### src/hdl/tfc_pkg.sv
// ----------------------------------------------------------------------------
// tfc_pkg
// Types and constants of the telemetry frame classifier.
// ----------------------------------------------------------------------------
`default_nettype none

package tfc_pkg;

	localparam int BUF_LEN = 64;
	localparam int IDX_W   = $clog2(BUF_LEN);
	localparam int LEN_W   = 6;
	localparam int VER_LEN = 18;

	localparam logic [7:0] LEAD_XOR   = 8'h5A;
	localparam logic [7:0] STUFF_BYTE = 8'h2B;
	localparam logic [7:0] CRC_POLY   = 8'h1D;

	typedef enum logic [1:0] {
		REQ_BYTE    = 2'd0,
		REQ_IDLE    = 2'd1,
		REQ_RELEASE = 2'd2,
		REQ_NONE    = 2'd3
	} req_t;

	typedef enum logic [1:0] {
		KIND_XOR   = 2'd0,
		KIND_NEW   = 2'd1,
		KIND_THIRD = 2'd2,
		KIND_CRC   = 2'd3
	} kind_t;

	// control from the sequencer to the check accumulator
	typedef struct packed {
		logic clr;
		logic en;
		logic use_xc;   // byte goes into xor and crc
		logic use_sum;  // byte goes into the sum
	} acc_ctl_t;

	typedef struct packed {
		logic [7:0] xor_v;
		logic [7:0] sum_v;
		logic [7:0] crc_v;
	} acc_t;

endpackage

`default_nettype wire

### src/hdl/tfc_chk_acc.sv
// ----------------------------------------------------------------------------
// tfc_chk_acc
// Check accumulator: folds one frame byte per enabled cycle into xor, sum and CRC-8.
// ----------------------------------------------------------------------------
`default_nettype none

module tfc_chk_acc import tfc_pkg::*; (
	input  logic       clk,
	input  logic       arst_n,
	input  acc_ctl_t   ctl,
	input  logic [7:0] din,
	output acc_t       acc
);

	acc_t acc_q;

	// one byte of CRC-8, MSB first
	function automatic logic [7:0] crc8_byte(input logic [7:0] crc, input logic [7:0] d);
		logic [7:0] c;
		c = crc ^ d;
		for (int b = 0; b < 8; b++) begin
			c = c[7] ? ((c << 1) ^ CRC_POLY) : (c << 1);
		end
		return c;
	endfunction

	always_ff @(posedge clk or negedge arst_n) begin
		if (!arst_n) begin
			acc_q <= '0;
		end else if (ctl.clr) begin
			acc_q <= '0;
		end else if (ctl.en) begin
			if (ctl.use_xc) begin
				acc_q.xor_v <= acc_q.xor_v ^ din;
				acc_q.crc_v <= crc8_byte(acc_q.crc_v, din);
			end
			if (ctl.use_sum) begin
				acc_q.sum_v <= acc_q.sum_v + din;
			end
		end
	end

	assign acc = acc_q;

endmodule

`default_nettype wire

### src/hdl/telemetry_frame_classifier_core.sv
// ----------------------------------------------------------------------------
// telemetry_frame_classifier_core
// Buffers unstuffed UART bytes, checks a frame on line idle and streams it out.
// ----------------------------------------------------------------------------
//  channel  | dir | tdata                      | tuser                 | tlast
//  s_axis   | in  | [7:0] rx_byte              | [1:0] req_type        | -
//  m_axis   | out | frame_length, byte_index,  | frame_kind,           | last
//           |     | byte_value                 | version_byte          |
//
//  A received byte, a release and an idle event whose length can never pass
//  or that comes while a frame awaits release are handled in IDLE. Other idle
//  events scan the buffer one byte a cycle through the check accumulator,
//  decide, then stream n beats from the RAM's single read port. s_tready is
//  low from scan start until the frame fails or its last beat sits in the output
//  reg. Output backpressure stalls the read pointer; arst_n clears all control.
// ----------------------------------------------------------------------------
`default_nettype none

module telemetry_frame_classifier_core import tfc_pkg::*; (
	input  logic        clk,
	input  logic        arst_n,
	input  logic        s_tvalid,
	output logic        s_tready,
	input  logic [7:0]  s_tdata,   // [7:0] rx_byte
	input  logic [1:0]  s_tuser,   // [1:0] req_type
	output logic        m_tvalid,
	input  logic        m_tready,
	output logic [23:0] m_tdata,   // [5:0] frame_length, [11:6] byte_index,
	                               // [19:12] byte_value, [23:20] zero
	output logic [2:0]  m_tuser,   // [1:0] frame_kind, [2] version_byte
	output logic        m_tlast
);

	typedef enum logic [1:0] {
		ST_IDLE,
		ST_SCAN,
		ST_DECIDE,
		ST_EMIT
	} state_t;

	state_t             state_q;
	logic [IDX_W-1:0]   cnt_q;
	logic               stuff_q;
	logic               pend_q;
	logic [IDX_W-1:0]   n_q;
	logic [IDX_W-1:0]   ptr_q;
	logic [IDX_W-1:0]   idx_s1;
	logic               dv_s1;
	logic [7:0]         rd_data_s1;
	logic [7:0]         lead_q;
	logic [7:0]         chk_q;
	kind_t              kind_q;
	logic [LEN_W-1:0]   ver_lo_q;
	logic               has_ver_q;

	logic               m_tvalid_q;
	kind_t              o_kind_q;
	logic [LEN_W-1:0]   o_len_q;
	logic [LEN_W-1:0]   o_idx_q;
	logic [7:0]         o_val_q;
	logic               o_ver_q;
	logic               o_last_q;

	logic [7:0]         mem [BUF_LEN];

	req_t               req;
	logic [7:0]         rx;
	logic               s_acc;
	logic               drop;
	logic               wr_en;
	logic [IDX_W-1:0]   cnt_nxt;
	logic               len_ok;
	logic               advance;
	logic               issue;
	logic [IDX_W-1:0]   rd_addr;
	logic               last_in;
	acc_ctl_t           acc_ctl;
	acc_t               acc;
	logic [7:0]         neg_sum;
	logic               pass;
	kind_t              kind_d;
	logic [LEN_W-1:0]   ver_lo_d;
	logic               has_ver_d;
	logic [LEN_W:0]     ver_hi;
	logic               ver_hit;

	assign req      = req_t'(s_tuser);
	assign rx       = s_tdata;
	assign s_tready = (state_q == ST_IDLE);
	assign s_acc    = s_tvalid && s_tready;

	// every second 0x2B of a frame is dropped as a stuffing byte
	assign drop    = (rx == STUFF_BYTE) && stuff_q;
	assign wr_en   = s_acc && (req == REQ_BYTE) && !drop;
	assign cnt_nxt = (cnt_q == IDX_W'(BUF_LEN - 1)) ? '0 : cnt_q + 1'b1;

	// only these lengths can ever be accepted
	assign len_ok = (cnt_q == IDX_W'(6))  || (cnt_q == IDX_W'(8))  ||
	                (cnt_q == IDX_W'(10)) || (cnt_q == IDX_W'(22)) ||
	                (cnt_q == IDX_W'(24)) || (cnt_q == IDX_W'(38));

	assign advance = !m_tvalid_q || m_tready;

	always_comb begin
		issue = 1'b0;
		if (state_q == ST_SCAN) begin
			issue = (ptr_q != n_q);
		end else if (state_q == ST_EMIT) begin
			issue = (ptr_q != n_q) && (!dv_s1 || advance);
		end
	end

	// a stalled beat keeps re-reading its own entry
	assign rd_addr = (state_q == ST_EMIT && !issue) ? idx_s1 : ptr_q;
	assign last_in = (idx_s1 == n_q - 1'b1);

	always_ff @(posedge clk) begin
		if (wr_en) begin
			mem[cnt_q] <= rx;
		end
		rd_data_s1 <= mem[rd_addr];
	end

	assign acc_ctl.clr     = s_acc && (req == REQ_IDLE);
	assign acc_ctl.en      = (state_q == ST_SCAN) && dv_s1;
	assign acc_ctl.use_xc  = !last_in;
	assign acc_ctl.use_sum = (idx_s1 != '0) && !last_in;

	tfc_chk_acc u_acc (
		.clk    (clk),
		.arst_n (arst_n),
		.ctl    (acc_ctl),
		.din    (rd_data_s1),
		.acc    (acc)
	);

	assign neg_sum = 8'd0 - acc.sum_v;

	always_comb begin
		pass      = 1'b0;
		kind_d    = KIND_XOR;
		ver_lo_d  = '0;
		has_ver_d = 1'b0;
		priority if (lead_q == LEAD_XOR) begin
			if (acc.xor_v == chk_q) begin
				if (n_q == IDX_W'(24)) begin
					pass      = 1'b1;
					ver_lo_d  = LEN_W'(4);
					has_ver_d = 1'b1;
				end else if (n_q == IDX_W'(10)) begin
					pass = 1'b1;
				end
			end
		end else if (lead_q == STUFF_BYTE) begin
			priority if (n_q == IDX_W'(10) && acc.crc_v == chk_q) begin
				pass   = 1'b1;
				kind_d = KIND_CRC;
			end else if (neg_sum == chk_q) begin
				if (n_q == IDX_W'(10) || n_q == IDX_W'(6)) begin
					pass   = 1'b1;
					kind_d = KIND_NEW;
				end else if (n_q == IDX_W'(8)) begin
					pass   = 1'b1;
					kind_d = KIND_THIRD;
				end else if (n_q == IDX_W'(38)) begin
					pass      = 1'b1;
					kind_d    = KIND_NEW;
					ver_lo_d  = LEN_W'(12);
					has_ver_d = 1'b1;
				end else if (n_q == IDX_W'(22)) begin
					pass      = 1'b1;
					kind_d    = KIND_THIRD;
					ver_lo_d  = LEN_W'(3);
					has_ver_d = 1'b1;
				end
			end else begin
				pass = 1'b0;
			end
		end else begin
			if (n_q == IDX_W'(10) && acc.crc_v == chk_q) begin
				pass   = 1'b1;
				kind_d = KIND_CRC;
			end
		end
	end

	assign ver_hi  = {1'b0, ver_lo_q} + (LEN_W + 1)'(VER_LEN);
	assign ver_hit = has_ver_q && (LEN_W'(idx_s1) >= ver_lo_q) &&
	                 ({1'b0, LEN_W'(idx_s1)} < ver_hi);

	always_ff @(posedge clk or negedge arst_n) begin
		if (!arst_n) begin
			state_q    <= ST_IDLE;
			cnt_q      <= '0;
			stuff_q    <= 1'b0;
			pend_q     <= 1'b0;
			n_q        <= '0;
			ptr_q      <= '0;
			idx_s1     <= '0;
			dv_s1      <= 1'b0;
			lead_q     <= '0;
			chk_q      <= '0;
			kind_q     <= KIND_XOR;
			ver_lo_q   <= '0;
			has_ver_q  <= 1'b0;
			m_tvalid_q <= 1'b0;
			o_kind_q   <= KIND_XOR;
			o_len_q    <= '0;
			o_idx_q    <= '0;
			o_val_q    <= '0;
			o_ver_q    <= 1'b0;
			o_last_q   <= 1'b0;
		end else begin
			unique case (state_q)
				ST_IDLE: begin
					if (s_acc) begin
						unique case (req)
							REQ_BYTE: begin
								if (rx == STUFF_BYTE) begin
									stuff_q <= !stuff_q;
								end
								if (!drop) begin
									cnt_q <= cnt_nxt;
								end
							end
							REQ_IDLE: begin
								cnt_q   <= '0;
								stuff_q <= 1'b0;
								if (!pend_q && len_ok) begin
									n_q     <= cnt_q;
									ptr_q   <= '0;
									dv_s1   <= 1'b0;
									state_q <= ST_SCAN;
								end
							end
							REQ_RELEASE: begin
								pend_q <= 1'b0;
							end
							REQ_NONE: begin
							end
							default: begin
							end
						endcase
					end
				end
				ST_SCAN: begin
					dv_s1 <= issue;
					if (issue) begin
						idx_s1 <= ptr_q;
						ptr_q  <= ptr_q + 1'b1;
					end
					if (dv_s1) begin
						if (idx_s1 == '0) begin
							lead_q <= rd_data_s1;
						end
						if (last_in) begin
							chk_q   <= rd_data_s1;
							state_q <= ST_DECIDE;
						end
					end
				end
				ST_DECIDE: begin
					if (pass) begin
						pend_q    <= 1'b1;
						kind_q    <= kind_d;
						ver_lo_q  <= ver_lo_d;
						has_ver_q <= has_ver_d;
						ptr_q     <= '0;
						dv_s1     <= 1'b0;
						state_q   <= ST_EMIT;
					end else begin
						state_q <= ST_IDLE;
					end
				end
				ST_EMIT: begin
					if (issue) begin
						dv_s1  <= 1'b1;
						idx_s1 <= ptr_q;
						ptr_q  <= ptr_q + 1'b1;
					end else if (advance) begin
						dv_s1 <= 1'b0;
					end
					if (ptr_q == n_q && !dv_s1) begin
						state_q <= ST_IDLE;
					end
				end
				default: begin
					state_q <= ST_IDLE;
				end
			endcase

			// output register: loads whenever the slot is free or being taken
			if (advance) begin
				m_tvalid_q <= (state_q == ST_EMIT) && dv_s1;
				if ((state_q == ST_EMIT) && dv_s1) begin
					o_kind_q <= kind_q;
					o_len_q  <= LEN_W'(n_q);
					o_idx_q  <= LEN_W'(idx_s1);
					o_val_q  <= rd_data_s1;
					o_ver_q  <= ver_hit;
					o_last_q <= last_in;
				end
			end
		end
	end

	assign m_tvalid = m_tvalid_q;
	assign m_tdata  = {4'd0, o_val_q, o_idx_q, o_len_q};
	assign m_tuser  = {o_ver_q, o_kind_q};
	assign m_tlast  = o_last_q;

endmodule

`default_nettype wire

### config.mk
export PLATFORM = sky130hd
export DESIGN_NAME = telemetry_frame_classifier_core
export DESIGN_NICKNAME = d
export VERILOG_FILES = /design/src/hdl/tfc_pkg.sv /design/src/hdl/tfc_chk_acc.sv /design/src/hdl/telemetry_frame_classifier_core.sv
export SDC_FILE = /design/constraint.sdc
export NUM_CORES = 1
export LEC_CHECK = 0
export ABC_CLOCK_PERIOD_IN_PS = 3900
export BUFFER_PORTS_ARGS = -buffer_cell sky130_fd_sc_hd__clkbuf_2
export CAP_MARGIN = 20
export CORE_MARGIN = 2
export CORE_UTILIZATION = 37
export DETAILED_ROUTE_END_ITERATION = 8
export PLACE_DENSITY = 0.58
export SLEW_MARGIN = 10
export SYNTH_ARGS = -nofsm -noshare
export SYNTH_HDL_FRONTEND = slang
export SYNTH_SLANG_ARGS = --single-unit
### constraint.sdc
create_clock -name clk -period 3.9 [get_ports clk]
set_clock_uncertainty 0.2 [all_clocks]
set_input_delay 0.585 -clock clk [delete_from_list [all_inputs] [get_ports clk]]
set_output_delay 0.585 -clock clk [all_outputs]
set_load 0.05 [all_outputs]
==> Yosys cells after proc, flatten, opt, wreduce, memory -nomap -nowiden <==
Memory sizes are Yosys's and may differ from the RTL's. A register that Yosys moved wholly into a read port is not among the register bits.
Cells that the tools add are included.
{ "classes": {"bitwise_logic": 10, "n_mux": 87, "n_reduce_logical": 53, "n_addsub": 6, "order_cmp": 2, "eq_ne": 40} }
{ "ops": {"columns": ["cell", "count"], "rows": [
  ["$mux W6", 9],
  ["$mux W24", 2],
  ["$mux W5", 8],
  ["$mux W1", 34],
  ["$mux W2", 17],
  ["$not A4 Y4", 8],
  ["$eq A6 B4 Y1 const B", 4],
  ["$eq A6 B5 Y1 const B", 4],
  ["$eq A8 B8 Y1", 3],
  ["$mux W4", 6],
  ["$mux W8", 3],
  ["$eq A6 B6 Y1 const B", 3],
  ["$pmux W6 S3", 1],
  ["$eq A8 B6 Y1 const B", 2],
  ["$reduce_and A4 Y1", 4],
  ["$xor A8 B8 Y8", 2],
  ["$logic_and A1 B1 Y1", 15],
  ["$ne A2 B1 Y1 const B", 7],
  ["$add A6 B1 Y6 const B", 2],
  ["$eq A6 B3 Y1 const B", 2],
  ["$eq A6 B6 Y1", 2],
  ["$pmux W6 S2", 1],
  ["$ne A2 B2 Y1 const B", 5],
  ["$reduce_and A2 Y1", 5],
  ["other kinds (25)", 49]
]} }
{ "totals": {"ff_bits": 103, "ram_bits": 512, "mem_count": 1, "out_inout_bits": 30, "in_bits": 14} }
{ "memory_table": {"columns": ["memory", "depth", "width", "rd", "rd_ports_with_merged_regs", "wr", "line", "source"], "rows": [
  ["mem", 64, 8, 1, 1, 1, "telemetry_frame_classifier_core.sv:64", "logic [7:0] mem [BUF_LEN];"]
]} }

==> Logic depth before layout (Yosys ltp) <==
{ "depth": {"depth_word": 20, "depth_mapped": 13, "ltp_nobuf": 11} }

==> Hierarchy <==
Synthesis repeated with hierarchy kept, for this count alone.
{ "unflattened": {"cells_unflattened": 2011, "hier_area_um2": 26496.7} }
{ "modules_own_cells": {"columns": ["mod", "instances", "cells_each", "seq_area_each_um2", "area_each_um2"], "rows": [
  ["telemetry_frame_classifier_core", 1, 1863, 17436.7, 24979.0],
  ["tfc_chk_acc", 1, 148, 600.6, 1517.7]
]} }

==> Worst setup path after synthesis <==
No wires, ideal clock.
{ "synth_path": {"path_kind": "reg2reg", "startpoint": "register state_q[1]", "endpoint": "memory mem[16][0], enable pin", "arrival_ns": 3.607, "t_required_ns": 3.305, "setup_ns": 0.395, "path_stages_with_launch": 11, "path_slack_ns": -0.301, "n_path_buf": 2, "cell_sequence": "dfrtp_1 -> buf_2 -> nor2_1 -> nand2_1 -> or2_2 -> a21oi_1 -> nor2b_1 -> clkbuf_1 -> nor2b_1 -> nand3b_1 -> nor4_1"} }
{ "synth_between": {"elab_chain_len": 6} }
{ "synth_rtl": {"columns": ["element", "line", "source"], "rows": [
  ["from (decl)", "telemetry_frame_classifier_core.sv:41", "state_t state_q;"],
  ["from (signal assigned)", "telemetry_frame_classifier_core.sv:193", "state_q <= ST_IDLE;"],
  ["from (signal assigned)", "telemetry_frame_classifier_core.sv:233", "state_q <= ST_SCAN;"],
  ["from (signal assigned)", "telemetry_frame_classifier_core.sv:258", "state_q <= ST_DECIDE;"],
  ["$logic_not A2 Y1", "telemetry_frame_classifier_core.sv:89", "assign s_tready = (state_q == ST_IDLE);"],
  ["named net s_tready", "telemetry_frame_classifier_core.sv:23", "output logic s_tready,"],
  ["$logic_and A1 B1 Y1", "telemetry_frame_classifier_core.sv:90", "assign s_acc = s_tvalid && s_tready;"],
  ["$logic_and A1 B1 Y1 (2 in series)", "telemetry_frame_classifier_core.sv:94", "assign wr_en = s_acc && (req == REQ_BYTE) && !drop;"],
  ["$mux W1", "telemetry_frame_classifier_core.sv:118", "if (wr_en) begin"],
  ["$mux W1 (not written as such)", "telemetry_frame_classifier_core.sv:119", "mem[cnt_q] <= rx;"],
  ["to (decl)", "telemetry_frame_classifier_core.sv:64", null]
]} }
The timed path passes the listed nets, and every way through them passes these cells.

==> Worst setup path after layout <==
{ "layout_path": {"startpoint": "register ptr_q[3]", "endpoint": "register rd_data_s1[7] (read register of mem)"} }
{ "layout_between": {"elab_chain_len": 7} }
{ "layout_rtl": {"columns": ["element", "line", "source"], "rows": [
  ["from (decl)", "telemetry_frame_classifier_core.sv:46", "logic [IDX_W-1:0] ptr_q;"],
  ["from (signal assigned)", "telemetry_frame_classifier_core.sv:250", "ptr_q <= ptr_q + 1'b1;"],
  ["from (signal assigned)", "telemetry_frame_classifier_core.sv:279", "ptr_q <= ptr_q + 1'b1;"],
  ["$ne A6 B6 Y1", "telemetry_frame_classifier_core.sv:107, telemetry_frame_classifier_core.sv:109", null],
  ["$logic_and A1 B1 Y1", "telemetry_frame_classifier_core.sv:109", "issue = (ptr_q != n_q) && (!dv_s1 || advance);"],
  ["$mux W1", "telemetry_frame_classifier_core.sv:108", "end else if (state_q == ST_EMIT) begin"],
  ["$mux W1", "telemetry_frame_classifier_core.sv:106", "if (state_q == ST_SCAN) begin"],
  ["$logic_not A1 Y1", "telemetry_frame_classifier_core.sv:114", "assign rd_addr = (state_q == ST_EMIT && !issue) ? idx_s1 : ptr_q;"],
  ["$logic_and A1 B1 Y1", "telemetry_frame_classifier_core.sv:114", null],
  ["$mux W6 *", "telemetry_frame_classifier_core.sv:114", null],
  ["to (decl)", "telemetry_frame_classifier_core.sv:49", "logic [7:0] rd_data_s1;"]
]} }
Every way passes the cells marked *; elsewhere a longest branch is shown, timed or not.
A chain may end at the register's enable or synchronous reset.

==> Flow_metrics.wiki <==
{| class="wikitable"
! Metric !! Value
|-
| Run status || finished, final reports clean
|-
| Endpoints failing setup || 0
|-
| Classification of the worst-slack hold path || input port to register
|-
| Critical R2R Launch || ptr_q[3]
|-
| Root Buffer || clkbuf_16
|-
| Maximum buffer depth of the clock tree || 3
|-
| Share of flip-flops with an asynchronous set or reset after synthesis || 0.1613
|-
| Cell area after placement || between 20000 and 30000 um^2
|-
| Initial antenna violation count || 1
|-
| Die Outline Area || 72940 um^2
|-
| Port Buffers || 39
|-
| Vertical die dimension || between 200 and 300 um
|-
| Core area || 70030 um^2
|-
| Routed wirelength normalized by instance count || between 20 and 25 um
|-
| Remaining global-route overflow || 0
|-
| Remaining routing DRC violations || 0
|-
| Post-layout worst setup margin || ~0.30 ns
|-
| Required time of the worst setup path || ~4.2 ns
|-
| Power after layout || 20.44 mW
|-
| RSZ-0062 raised after global routing || no
|-
| CP cell instances || xor2_1 -> nor4_4 -> a21oi_2 -> nor3_4 -> mux2i_4 -> buf_12 -> a32oi_1 -> nand4_1 -> nand4_1 -> mux2_2
|-
| Number of antenna-violating nets in the routed design || 0
|-
| Worst path slowest cell || dfrtp_1
|-
| Fin cells || ~3100
|-
| Largest net degree at the start of global routing || 70
|-
| Slew Limit Fails || 0
|-
| Part of the Yosys area used for sequential elements || 0.6886
|-
| Cell with the most instances on the worst path || nand4_1
|-
| Static Leakage || between 10 and 15 nW
|-
| Hold_ws || around 0.14 ns
|-
| Longest individual stage delay on the worst path || 0.46 ns
|-
| Crit path max fanout || between 60 and 70
|-
| Post-synth EDFFs || slightly above 500
|-
| Layout overhead on the synthesized area || 14.81%
|-
| Slew at the pin closest to its max-slew limit || 0.9073 ns
|-
| CP Launch Point || ptr_q[3]
|-
| Area fraction of the dominant cell type after synthesis || 0.5870
|-
| Ratio of total power to cell area || between 600 and 700 nW/um^2
|-
| Fin util || 0.4294
|-
| Via count normalized by instance count || about 5.4
|-
| Clock tree from TritonCTS || yes
|-
| Fraction of final layout cells with drive strength greater than 1 || 0.1450
|-
| Row count || 97
|-
| Cell count after synthesis || 2026
|-
| Chip width || about 270 um
|-
| Cell area after layout || about 30000 um^2
|-
| Cell types occupying the most area after synthesis || edfxtp_1 (59%), dfrtp_1 (9.6%), nand2_1 (6.4%), nand3_1 (2.9%), mux2i_1 (2.8%)
|-
| Most area-hungry cell type in the Yosys netlist || edfxtp_1
|-
| Wirelength, routed || 69180 um
|-
| Number of fill cells in the layout || between 6000 and 7000
|-
| Max-cap violations || 0
|-
| Clock buffers created by TritonCTS || 66
|-
| Time the worst path needs with I/O delays and setup || approximately 3.6 ns
|-
| Place WS || ~0.33 ns
|-
| Mean area per synthesized cell || around 13 um^2
|-
| Initial drt markers || a little under 2000
|-
| Path type of the worst setup path || register to register
|-
| Share of the clock period used by the worst path || 0.9226
|-
| First-pass GRT wire length || 104900 um
|-
| Insertion delay of the later-clocked pin in the worst-skew pair || 0.62 ns
|-
| Number of global-route vias before repair || between 15000 and 20000
|-
| Starting density of the core || 0.3740
|-
| Register clock-pin slew on the reported worst setup and hold paths || ~0.06 ns
|-
| Maximum ir drop on the vdd rail || approximately 0.48 mV
|-
| Number of diodes || 0
|-
| I/O pin cnt || 44
|-
| Number of sinks on the clock net || between 600 and 700
|-
| Worst Path Arrival || just under 4 ns
|-
| Number of buffers added for setup after CTS || 0
|-
| Peak Freq || approximately 280 MHz
|-
| Detailed Routing Iterations Pass 1 || 5
|-
| Total number of vias || 16674
|-
| Number of nets in the final layout || about 2200
|-
| Primary flip-flop cell chosen by synthesis mapping || edfxtp_1
|-
| Number of flip-flops and latches in the synthesized netlist || 620
|-
| Type of element launching the critical path || register
|-
| Cell total after placement || 2994
|-
| Depth of the CTS H-tree || 3
|-
| Last weighted congestion value of the routability-driven placer || 0.8692
|-
| Area of the mapped netlist || 26190 um^2
|-
| Worst slew slack as a fraction of its limit || 0.3929
|-
| Worst hold path startpoint || m_tready
|-
| Yosys warnings || 0
|-
| Total track usage || 0.1898
|-
| Distinct cells, synth || between 60 and 70
|-
| Fin Setup TNS || 0 ns
|-
| Post-DP HPWL || roughly 43000 um
|-
| Final Hold Viols || 0
|-
| Capturing element type of the critical path || register
|}
cell usage after synthesis (all sizes together), types with 8 or more instances:
cell type and count:
a21o 8, o21ai 37, xnor2 40, nand2 447
mux2i 73, nor3 17, nand3 151, nand4 90
ha 26, a32oi 64, dfxtp 8, mux2 57
nor2 100, inv 25, a21oi 19, clkbuf 89
buf 32, xor2 46, edfxtp 512, nor2b 8
dfrtp 100
routing by layer:
metal  share of wire  vias to the layer above  GRT usage
li1                -                     7613          -
met1            0.44                     8261     0.2703
met2            0.46                      693     0.2950
met3           0.077                      107    0.03823
met4           0.025                        0    0.05307
met5               0                        -          0
final cells by class:
cell class,instances,area (um^2),share of cell area
clock buffer,85,1784,0.05933
multi-input combinational,1263,7565,0.2516
sequential,620,18040,0.5998
inverter,25,93.84,0.003121
clock inverter,32,286.5,0.009528
tap,940,1176,0.03911
timing repair buffer,148,1129,0.03753
final timing paths:
kind / endpoint / slack, ns / depth (start not counted)
worst max-delay path: rd_data_s1[7] / 0.30 / 10
worst min-delay path: m_tvalid / 0.14 / 3
worst max register to register: rd_data_s1[7] / 0.30 / 10
worst min register to register: lead_q[1] / 0.29 / 2
max in group asynchronous: lead_q[6] / 2.28 / 3
min in group asynchronous: u_acc.acc[2] / 0.39 / 2
critical path: cells and delay by family (launching register included):
kind | cells | cell delay, ns
and+or+nand+nor | 4 | 1.23
DFF | 1 | 0.46
xor gates and xnor gates | 1 | 0.20
AOI/OAI and AO/OA | 2 | 0.35
buffers and inverters | 1 | 0.33
muxes | 2 | 0.65
kinds of logic (layout without fill, tap and decap cells):
logic type | after synthesis | count (layout) | synth area share
AOI/OAI and AO/OA | 157 | 157 | 0.04424
DFF | 620 | 620 | 0.6886
and+or+nand+nor | 859 | 859 | 0.1478
other | 1 | 4 | 0.0001432
buffers and inverters | 146 | 290 | 0.02470
muxes | 130 | 130 | 0.05255
adders and majority gates | 27 | 27 | 0.01318
xor gates and xnor gates | 86 | 86 | 0.02876
placed cells by master, fill, tap and decap left out, drive strengths merged, types with 57 or more instances in the layout:
cell	instances
a32oi	64
buf	109
nand2	447
nand3	151
mux2i	73
mux2	57
nor2	100
edfxtp	512
nand4	90
dfrtp	100
clkbuf	123
registers in the layout (all words and copies together) (netlist names), 3 cells and up:
name        count
cnt_q           6
ptr_q           6
o_len_q         6
n_q             6
mem           512
rd_data_s1      8
idx_s1          6
o_val_q         8
o_idx_q         6
chk_q           8
lead_q          8
ver_lo_q        3
u_acc.acc      24
power by group:
| part | internal (mW) | total [mW] | switching [mW] |
|---|---|---|---|
| combinational | 2.33 | 6.24 | 3.92 |
| sequential | 7.52 | 8.18 | 0.657 |
| clock | 3.45 | 6.02 | 2.57 |
| total | 13.3 | 20.4 | 7.14 |
repair_timing:
item,in CTS,in global routing
gates resized for setup,0,0
hold buffers,1,0
endpoints found under the hold margin,52,0
Note: power is estimated with default switching activity, not from simulation.
